===== src/rtl/tfn_pkg.sv =====
// Shared types and constants for the triangle face normal unit.
package tfn_pkg;

  // Register index of min_length on the configuration port.
  localparam logic [1:0] REG_MIN_LENGTH = 2'd0;
  localparam logic [15:0] MIN_LENGTH_RESET = 16'd7;

  // Unit length in Q1.14.
  localparam logic [15:0] ONE_Q14 = 16'd16384;

  // Pipeline depths of the three sections.
  localparam int unsigned FrontStages = 8;
  localparam int unsigned SqrtSteps = 32;
  localparam int unsigned DivSteps = 16;
  localparam int unsigned Latency = FrontStages + SqrtSteps + DivSteps + 1;

  // One triangle as it enters the block.
  typedef struct packed {
    logic signed [31:0] ax;
    logic signed [31:0] ay;
    logic signed [31:0] az;
    logic signed [31:0] bx;
    logic signed [31:0] by_coord;
    logic signed [31:0] bz;
    logic signed [31:0] cx;
    logic signed [31:0] cy;
    logic signed [31:0] cz;
    logic batch_end;
  } tfn_item_t;

  // One normal as it leaves the block.
  typedef struct packed {
    logic signed [15:0] nx;
    logic signed [15:0] ny;
    logic signed [15:0] nz;
    logic degenerate;
    logic last_out;
  } tfn_result_t;

  // Per-triangle data that rides along the cell chains.
  typedef struct packed {
    logic last;
    logic degen;
    logic [2:0] neg;
    logic [2:0][30:0] m;
  } tfn_lane_t;

  // Working state of one square root step.
  typedef struct packed {
    logic [63:0] n;
    logic [63:0] res;
  } tfn_sqrt_t;

  // Working state of one division step, three components in parallel.
  typedef struct packed {
    logic [31:0] len;
    logic [2:0][32:0] r;
    logic [2:0][15:0] q;
  } tfn_div_t;

endpackage


===== src/rtl/tfn_div_cell.sv =====
// One cell of the division chain: one quotient bit for each of the three components.
module tfn_div_cell (
  input  logic               clk_i,
  input  logic               rst_ni,
  input  logic               valid_i,
  input  tfn_pkg::tfn_lane_t lane_i,
  input  tfn_pkg::tfn_div_t  st_i,
  output logic               valid_o,
  output tfn_pkg::tfn_lane_t lane_o,
  output tfn_pkg::tfn_div_t  st_o
);

  logic valid_q;
  tfn_pkg::tfn_lane_t lane_q;
  tfn_pkg::tfn_div_t st_q, st_d;
  logic [32:0] rem;
  logic take;

  // Compare, subtract, then double the remainder for the next bit.
  always_comb begin
    st_d.len = st_i.len;
    rem = '0;
    take = 1'b0;
    for (int i = 0; i < 3; i++) begin
      take = (st_i.r[i] >= {1'b0, st_i.len});
      rem = take ? (st_i.r[i] - {1'b0, st_i.len}) : st_i.r[i];
      st_d.r[i] = {rem[31:0], 1'b0};
      st_d.q[i] = {st_i.q[i][14:0], take};
    end
  end

  always_ff @(posedge clk_i or negedge rst_ni) begin
    if (!rst_ni) begin
      valid_q <= 1'b0;
    end else begin
      valid_q <= valid_i;
    end
  end

  always_ff @(posedge clk_i) begin
    lane_q <= lane_i;
    st_q <= st_d;
  end

  assign valid_o = valid_q;
  assign lane_o = lane_q;
  assign st_o = st_q;

endmodule


===== config.mk =====
export PLATFORM = sky130hd
export DESIGN_NAME = tfn_div_cell
export DESIGN_NICKNAME = d
export VERILOG_FILES = /design/src/rtl/tfn_pkg.sv /design/src/rtl/tfn_div_cell.sv
export SDC_FILE = /design/constraint.sdc
export NUM_CORES = 1
export LEC_CHECK = 0
export ABC_AREA = 0
export BUFFER_PORTS_ARGS = -buffer_cell sky130_fd_sc_hd__buf_4
export CORE_AREA = 2 2 214 216
export DETAILED_ROUTE_END_ITERATION = 16
export DIE_AREA = 0 0 216 218
export GPL_TIMING_DRIVEN = 1
export PLACE_DENSITY = 0.51
export SYNTH_ARGS = -nofsm -noshare
export SYNTH_HDL_FRONTEND = slang
export SYNTH_SLANG_ARGS = --single-unit

===== constraint.sdc =====
create_clock -name clk_i -period 0.8 [get_ports clk_i]
set_input_delay 0.08 -clock clk_i [delete_from_list [all_inputs] [get_ports clk_i]]
set_output_delay 0.08 -clock clk_i [all_outputs]
set_load 0.01 [all_outputs]

==> run metrics <==
status complete, but fails checks; failing checks negative hold slack, negative setup slack; largest net degree at the start of global routing 14; port bufs between 500 and 600; setup ws final -1.26 ns; CTS sink count between 200 and 300; max-cap viol count 0; TritonCTS clock tree done; wire length per cell about 19 um; final-report hold violation count 2; CTS Buffer Depth 3; Num CTS Buffers 34; met1 Use GR 24.7%; critical path type input port to flip-flop; total track usage between 20% and 30%; Max-Slew Margin vs Limit between 60% and 70%; Cell variety after synth between 70 and 80; P per Cell Area 1860 nW/um2; Die Span Y between 200 and 250 um; Max Clk Rate between 0.4 and 0.5 GHz; final setup fails roughly 370; routing usage on met3 approximately 4.5%; Initial DRC Count 571; detailed-route DRC error count 0; Hold Crit Class input port to flip-flop; sequential share of the synthesized area 46.4%; via count roughly 14000; I/O pins roughly 560; Die ar. ~47000 um2; Main synth FF type dfxtp_1; GPL Wtd Cong between 0.9 and 1; Layout area overhead 130%; root buffer cell clkbuf_16; # fillers between 3000 and 4000; capturing element type of the critical path flip-flop; total congestion overflow 0; Leak roughly 12 nW; post-route ant nets 0; Total Wirelength around 59000 um; worst-case vdd ir drop 0.00129 V; area of the mapped netlist approximately 12000 um2; vias in the first global route 15200; met2 Use GR ~47%; Place WS -1.95 ns; Async SR Flop Fraction less than 1%; CP startpoint st_i[153]; worst min-delay path startpoint st_i[148]; Worst Tran Pin Value roughly 0.52 ns; final hold slack -0.0536 ns; Worst EP arrival 2.49 ns; busiest metal layer after global routing met2; register area 5850 um2; Finished Core Util around three fifths; Ys Warns 0; die width about 220 um; drt via density roughly 4.6; Syn Inst Count 1247; Clock transition at path regs 0.06 ns; first-pass GRT wire length 87100 um; Worst Setup Start Kind input port; Initial Util 26.4%; fin nets 2851; Floorplan Core Area 44900 um2; num rows around 80; crit path max fanout 8; layout cells sized above 1 a little over three fifths; Pins Over Slew Limit 0; Mean Syn Cell Area 9.52 um2; required time worst endpoint ~1.2 ns; RSZ-0062 raised after global routing true; dpl hpwl between 40000 and 50000 um; DRT Pass-1 Iters 5; post-route minimum period slightly above 2 ns; # H-tree levels 2; Post-synth EDFFs 0; initial antenna violation count 4; flops & latches, synth between 200 and 300; crit share post-route 258%; area of the multi-input gates roughly 7500 um2
[synth_stat cells, drive strengths merged (3+ instances only)]
master    n  area share, %
a21boi    3           0.19
o211ai   13           0.86
inv      61            1.9
and2      5           0.26
xor2     32            2.4
a21oi   106            4.5
nand3    25            1.1
o21a     14           0.89
a41oi     3           0.22
ha       96             10
a31oi    22            1.5
and3     13           0.69
fa        3           0.51
nor2     66            2.1
mux2     14            1.3
o41ai     3           0.28
nand4    21            1.2
a211o     3           0.22
o21bai   17            1.2
o31ai     6           0.50
a311oi    3           0.22
clkbuf   26           0.83
a211oi    7           0.44
o311ai    3           0.37
o22ai     3           0.16
buf      22            1.3
nand2b   10           0.53
nor2b    11           0.58
a21o     35            2.2
nor4      3           0.16
dfxtp   274             46
nor3     14           0.59
nand2   127            4.0
xnor2    49            3.6
o21ai   105            4.5
[final timing paths]
path                             to  slack, ns  cells past startpoint
worst max-delay path       st_o[51]      -1.26                     15
worst min-delay path       st_o[83]      -0.05                      3
max in group asynchronous   valid_o       0.28                      3
min in group asynchronous   valid_o       0.40                      3
[where the power goes]
part	leakage (nW)	internal (mW)	switching (mW)	total, mW
Sequential	2.33	15.6	0.887	16.5
Combinational	9.52	10.6	7.81	18.4
Clock	0.557	9.64	6.30	15.9
Total	12.4	35.8	15.0	50.8
[sequential cells by signal, summed over array words and instances (netlist names)]
signal   count
valid_o      1
st_o       176
lane_o      98
[cell type report]
| cell class | instances | area share, % |
|---|---|---|
| repair buffers | 1235 | 43.1 |
| multi-input cells | 865 | 27.3 |
| flip-flops and latches | 275 | 21.4 |
| clock buffers | 47 | 3.44 |
| well taps | 600 | 2.75 |
| inverters | 61 | 1.19 |
| clock inverters | 15 | 0.783 |
| diodes | 3 | 0.0275 |
[per-stage QoR]
step	TNS [ns]	hold slack, ns	std cells	power (mW)	area (um2)
2_1_floorplan	-137.64	-0.216	1249	22.2	12500
3_3_place_gp	-170.47	-0.145	2700	29.5	19700
3_5_place_dp	-172.94	-0.143	2700	29.6	19700
4_1_cts	-185.12	-0.206	3095	50.6	26900
5_1_grt	-198.17	-0.0703	3101	53.0	27300
6_report	-184.04	-0.0536	3101	50.8	27300
[critical path, stage by stage]
cell and delay [ns]:
buf_8 0.08, clkinvlp_4 0.11, buf_6 0.15, buf_12 0.12, ha_4 0.28, nand3_4 0.10, o311a_4 0.42, a2bb2oi_4 0.16
o41ai_2 0.30, nand2_2 0.14, buf_12 0.19, buf_12 0.14, buf_16 0.13, nand2_4 0.05, o21ai_2 0.04
[logic make-up (layout without fill, tap and decap cells)]
logic type | Yosys count | in the layout | share of synthesized area, %
compound gates | 364 | 364 | 19.8
simple gates | 303 | 303 | 11.7
flops | 275 | 275 | 46.4
buf+inv | 109 | 1358 | 4.06
fa+ha+maj | 99 | 99 | 10.6
xor+xnor | 81 | 81 | 5.98
mux | 15 | 15 | 1.41
other cells | 1 | 6 | 0.0316
[cell usage in the layout, fill, tap and decap left out, drive strengths merged, types with 4 or more instances in the layout]
cell         count
clkinvlp        13
o21ai          105
nor3            14
o31ai            6
and2             5
inv             51
o21a            14
nand3           25
a21oi          106
nor2b           11
a21o            35
ha              96
o211ai          13
xor2            32
clkbuf          48
mux2            14
dlygate4sd3    276
xnor2           49
o21bai          17
buf            956
nand2b          10
bufinv           4
nand2          127
clkinv           8
dfxtp          274
and3            13
a211oi           7
nand4           21
a31oi           22
nor2            66
[routing by layer]
layer | vias to the layer above | wire, um
li1 | 6871 | -
met1 | 6760 | 21400
met2 | 424 | 32400
met3 | 113 | 2840
met4 | 2 | 2270
met5 | - | 11
[repair_timing]
item | 4_1_cts | 5_1_grt
hold buffers | 275 | 1
gates cloned | 16 | 1
endpoints found under the setup margin | 374 | 374
buffers inserted | 47 | 11
pin swaps | 87 | 36
gates resized for setup | 747 | 167
endpoints found under the hold margin | 273 | 3
No activity file was read; power rests on OpenSTA's default activity.
