**src/rtl/tfn_pkg.sv**
```systemverilog
// Shared types and constants for the triangle face normal unit.
package tfn_pkg;

  // Register index of min_length on the configuration port.
  localparam logic [1:0] REG_MIN_LENGTH = 2'd0;
  localparam logic [15:0] MIN_LENGTH_RESET = 16'd7;

  // Unit length in Q1.14.
  localparam logic [15:0] ONE_Q14 = 16'd16384;

  // Pipeline depths of the three sections.
  localparam int unsigned FrontStages = 8;
  localparam int unsigned SqrtSteps = 32;
  localparam int unsigned DivSteps = 16;
  localparam int unsigned Latency = FrontStages + SqrtSteps + DivSteps + 1;

  // One triangle as it enters the block.
  typedef struct packed {
    logic signed [31:0] ax;
    logic signed [31:0] ay;
    logic signed [31:0] az;
    logic signed [31:0] bx;
    logic signed [31:0] by_coord;
    logic signed [31:0] bz;
    logic signed [31:0] cx;
    logic signed [31:0] cy;
    logic signed [31:0] cz;
    logic batch_end;
  } tfn_item_t;

  // One normal as it leaves the block.
  typedef struct packed {
    logic signed [15:0] nx;
    logic signed [15:0] ny;
    logic signed [15:0] nz;
    logic degenerate;
    logic last_out;
  } tfn_result_t;

  // Per-triangle data that rides along the cell chains.
  typedef struct packed {
    logic last;
    logic degen;
    logic [2:0] neg;
    logic [2:0][30:0] m;
  } tfn_lane_t;

  // Working state of one square root step.
  typedef struct packed {
    logic [63:0] n;
    logic [63:0] res;
  } tfn_sqrt_t;

  // Working state of one division step, three components in parallel.
  typedef struct packed {
    logic [31:0] len;
    logic [2:0][32:0] r;
    logic [2:0][15:0] q;
  } tfn_div_t;

endpackage

```
**src/rtl/tfn_sqrt_cell.sv**
```systemverilog
// One cell of the square root chain: settles one result bit per cell.
module tfn_sqrt_cell #(
  parameter int unsigned STEP = 0
) (
  input  logic               clk_i,
  input  logic               rst_ni,
  input  logic               valid_i,
  input  tfn_pkg::tfn_lane_t lane_i,
  input  tfn_pkg::tfn_sqrt_t st_i,
  output logic               valid_o,
  output tfn_pkg::tfn_lane_t lane_o,
  output tfn_pkg::tfn_sqrt_t st_o
);

  localparam logic [63:0] Bit = 64'd1 << (62 - 2 * STEP);

  logic valid_q;
  tfn_pkg::tfn_lane_t lane_q;
  tfn_pkg::tfn_sqrt_t st_q, st_d;
  logic [63:0] trial;

  // Restoring step: take the bit when the remainder allows it.
  always_comb begin
    trial = st_i.res + Bit;
    if (st_i.n >= trial) begin
      st_d.n = st_i.n - trial;
      st_d.res = (st_i.res >> 1) + Bit;
    end else begin
      st_d.n = st_i.n;
      st_d.res = st_i.res >> 1;
    end
  end

  always_ff @(posedge clk_i or negedge rst_ni) begin
    if (!rst_ni) begin
      valid_q <= 1'b0;
    end else begin
      valid_q <= valid_i;
    end
  end

  always_ff @(posedge clk_i) begin
    lane_q <= lane_i;
    st_q <= st_d;
  end

  assign valid_o = valid_q;
  assign lane_o = lane_q;
  assign st_o = st_q;

endmodule

```
**config.mk**
```make
export PLATFORM = sky130hd
export DESIGN_NAME = tfn_sqrt_cell
export DESIGN_NICKNAME = d
export VERILOG_FILES = /design/src/rtl/tfn_pkg.sv /design/src/rtl/tfn_sqrt_cell.sv
export SDC_FILE = /design/constraint.sdc
export NUM_CORES = 1
export LEC_CHECK = 0
export BUFFER_PORTS_ARGS = -buffer_cell sky130_fd_sc_hd__clkbuf_2
export CAP_MARGIN = 20
export CORE_AREA = 2 2 178 180
export CTS_BUF_LIST = sky130_fd_sc_hd__clkbuf_2 sky130_fd_sc_hd__clkbuf_4 sky130_fd_sc_hd__clkbuf_8
export DETAILED_ROUTE_END_ITERATION = 10
export DIE_AREA = 0 0 180 182
export PLACE_DENSITY = 0.65
export SETUP_SLACK_MARGIN = 0.5
export SLEW_MARGIN = 20
export SYNTH_ARGS = -nofsm -noshare
export SYNTH_HDL_FRONTEND = slang
export SYNTH_SLANG_ARGS = --single-unit
```
**constraint.sdc**
```tcl
create_clock -name clk_i -period 1.3 [get_ports clk_i]
set_clock_uncertainty 0.15 [all_clocks]
set_input_delay 0.065 -clock clk_i [delete_from_list [all_inputs] [get_ports clk_i]]
set_output_delay 0.065 -clock clk_i [all_outputs]
set_load 0.005 [all_outputs]
```
==> impl_metrics.yaml <==
floorplanning:
  die_w_um: 180
  die_footprint_um2: 32800
  top_level_ports: 456
  chipHeight_um: 182
  initial_utilization: 0.301
  floorplan.rows: 65
  core_um2: 31000
route:
  number_of_drc_violations_after_detailed_routing: 0
  count_of_vias_placed_by_the_detailed_router: 11400
  postRouteAntennaNets: 0
  routed_wl_mm: 44.1
  first_iter_violations: 472
  vias_per_cell: 4.75
  route.detailed.wl_per_inst_um: 18.4
  detailedRoute.firstPassIterationCount: 4
cells_and_area:
  most_common_cell_after_layout_fill_and_taps_aside: "clkbuf_2"
  layout.cells.most_common_list: "clkbuf_2 (332), buf_4 (259), dlygate4sd3_1 (216), dfxtp_2 (140), dfxtp_1 (86)"
  final_cells: 2392
  final_util: 0.630
  seqCellArea_um2: 4720
  layout.cell_area.non_filler_um2: 19500
  final_net_count: 2253
  drive_above_1_share: 0.583
  fillers: 2321
  area.growth.synth_to_final_pct: 110
  multiInputGateArea_um2: 5450
logic_synthesis:
  yosysWarningCount: 0
  synth-main-ff-cell: "dfxtp_1"
  synth_top_cell_area_share: 0.486
  synth_fp_nets: 1278
  ys_ff_latch: 227
  synth.top_cells.by_area: "dfxtp_1 (49%), ha_1 (8.6%), a21oi_1 (6.0%)"
  asyncSetResetFlopFracSynth: 0.00441
  synth_edf_count: 0
  mapped_cell_area_um2: 9320
  netlist.top_cell.by_area: "dfxtp_1"
  synth_cell_type_count: 59
  synth_area_per_cell_um2: 9.47
  seq_area_frac_synth: 0.488
  syn_inst: 984
job:
  max_cap_violations: 0
global_routing:
  grt.total_usage: 0.240
  global_route_wire_length_before_repair_mm: 62.7
  grt_overflow: 0
  grt_pass1_vias: 11700
  grt_max_degree: 17
  antenna_found_initial: 5
worst_setup_path:
  cp_cell_sequence: "clkbuf_2, ha_4, buf_6, nand3_4, or3_4, a41o_1, nor3_2, o21ai_2, o41ai_4, buf_6, buf_6, buf_6, buf_16, nor2_1, a21oi_1"
  cp_max_fo: 8
  critPathRequiredTime_ns: 1.60
  cp-end-kind: "flip-flop"
  worst-path-buf-inv: 6
  worst_path_max_delay_cell: "or3_4"
  worst-endpoint-arrival_ns: 2.74
  max_incr_delay_on_cp_ns: 0.39
  criticalPathCategory: "input port to flip-flop"
  critPathLaunchType: "input port"
  cp_common_cell: "buf_6"
  worst_path_dominant_cell_family: "compound AO/OA/AOI/OAI gates"
timing:
  final_max_slew_viol_count: 0
  number_of_failing_setup_endpoints_in_the_final_timing_report: 66
  slew-limit-headroom: 0.714
  final.setup.worst_slack_ns: -1.13
  setup_repair_after_global_routing_missed_its_margin: "yes"
  fmax_ghz: 0.411
  final_hold_viol_count: 24
  final_min_period_over_clock_period: 1.87
  max_slew.worst_pin.slew_ns: 0.424
  whs_ns: -0.520
  fin_crit_ns: 2.43
placement:
  number_of_placed_instances_taps_included: 2045
  dpl-instance-area_um2: 14100
  pre_cts_slack_ns: -2.02
  gpl.final_weighted_congestion: 0.868
  detailed_placer_s_ending_hpwl_mm: 27.3
  numPortBuffers: 455
pwr:
  irDropWorstVdd_mv: 0.824
  power_mw: 23.0
  power_leakage_nw: 9.49
  cellPowerDensity_nw_per_um2: 1180
clock_network:
  cts_root_buffer: "clkbuf_8"
  tritoncts: "yes"
  cts.reportedPaths.clkPinSlew_ns: 0.06
  cts_inserted_buffers: 39
  clockBufferDepth: 3
  clock_sinks: 227
  cts_htree_levels: 2
status:
  run_status: "complete, but fails checks"
  failed_checks: "negative hold slack, negative setup slack"
worst_hold_path:
  hold_class: "input port to flip-flop"
cell families (layout without fill, tap and decap cells):
kind of cell | after synthesis | in the layout | synth area share
buffers and inverters | 115 | 1115 | 0.0480
and+or+nand+nor | 234 | 234 | 0.122
AOI/OAI and AO/OA | 272 | 272 | 0.183
other | 0 | 6 | 0
adders and majority gates | 65 | 65 | 0.0881
DFF | 227 | 227 | 0.488
muxes | 15 | 15 | 0.0180
xor gates and xnor gates | 56 | 56 | 0.0527
flip-flops by register name, summed over array words and instances, names as in the netlist:
signal,cells
lane_o,98
st_o,128
valid_o,1
metal layers:
layer  track usage  wire (um)
met5             0          0
met3        0.0546       2810
met2         0.455      23200
met1         0.247      15700
met4         0.115       2310
where the power goes:
group / internal, mW / switching (mW)
sequential: 7.73 / 0.270
combinational: 4.19 / 3.32
clock: 4.42 / 3.09
Yosys cell counts, types with 13 or more instances:
cell type,n
dfxtp_1,226
a21oi_1,111
nor2_1,82
inv_1,78
ha_1,64
nand2_1,52
a21o_1,49
o21ai_0,40
xnor2_1,36
clkbuf_1,25
xor2_1,20
nand4_1,18
nand3_1,14
and3_1,13
repair_timing:
| action | in CTS | in global routing |
|---|---|---|
| pin swaps | 37 | 35 |
| endpoints found under the setup margin | 293 | 293 |
| hold buffers | 188 | 28 |
| endpoints found under the hold margin | 228 | 52 |
| resized for setup | 190 | 375 |
| setup buffers | 30 | 17 |
| gates cloned | 10 | 2 |
metrics by stage:
| stage | setup TNS (ns) | hold slack [ns] |
|---|---|---|
| after floorplan | -85.26 | -0.381 |
| after global placement | -109.25 | -0.308 |
| after detailed placement | -114.45 | -0.308 |
| after CTS | -65.79 | -0.560 |
| after global routing | -74.94 | -0.545 |
| final | -68.23 | -0.520 |
worst paths after layout:
check	end	slack [ns]	cells after the start	startpoint
min in group asynchronous	valid_o	0.25	3	rst_ni
max in group asynchronous	valid_o	0.63	3	rst_ni
worst max-delay path	st_o[77]	-1.13	15	st_i[77]
worst min-delay path	st_o[14]	-0.52	1	st_i[15]
area by class of cell:
class	count	share of cell area
Multi-Input combinational cell	642	0.279
Inverter	78	0.0161
Timing Repair Buffer	971	0.390
Antenna cell	6	0.000769
Sequential cell	227	0.242
Tap cell	402	0.0258
Clock buffer	56	0.0375
Clock inverter	10	0.00814
No activity file was read; power rests on OpenSTA's default activity.
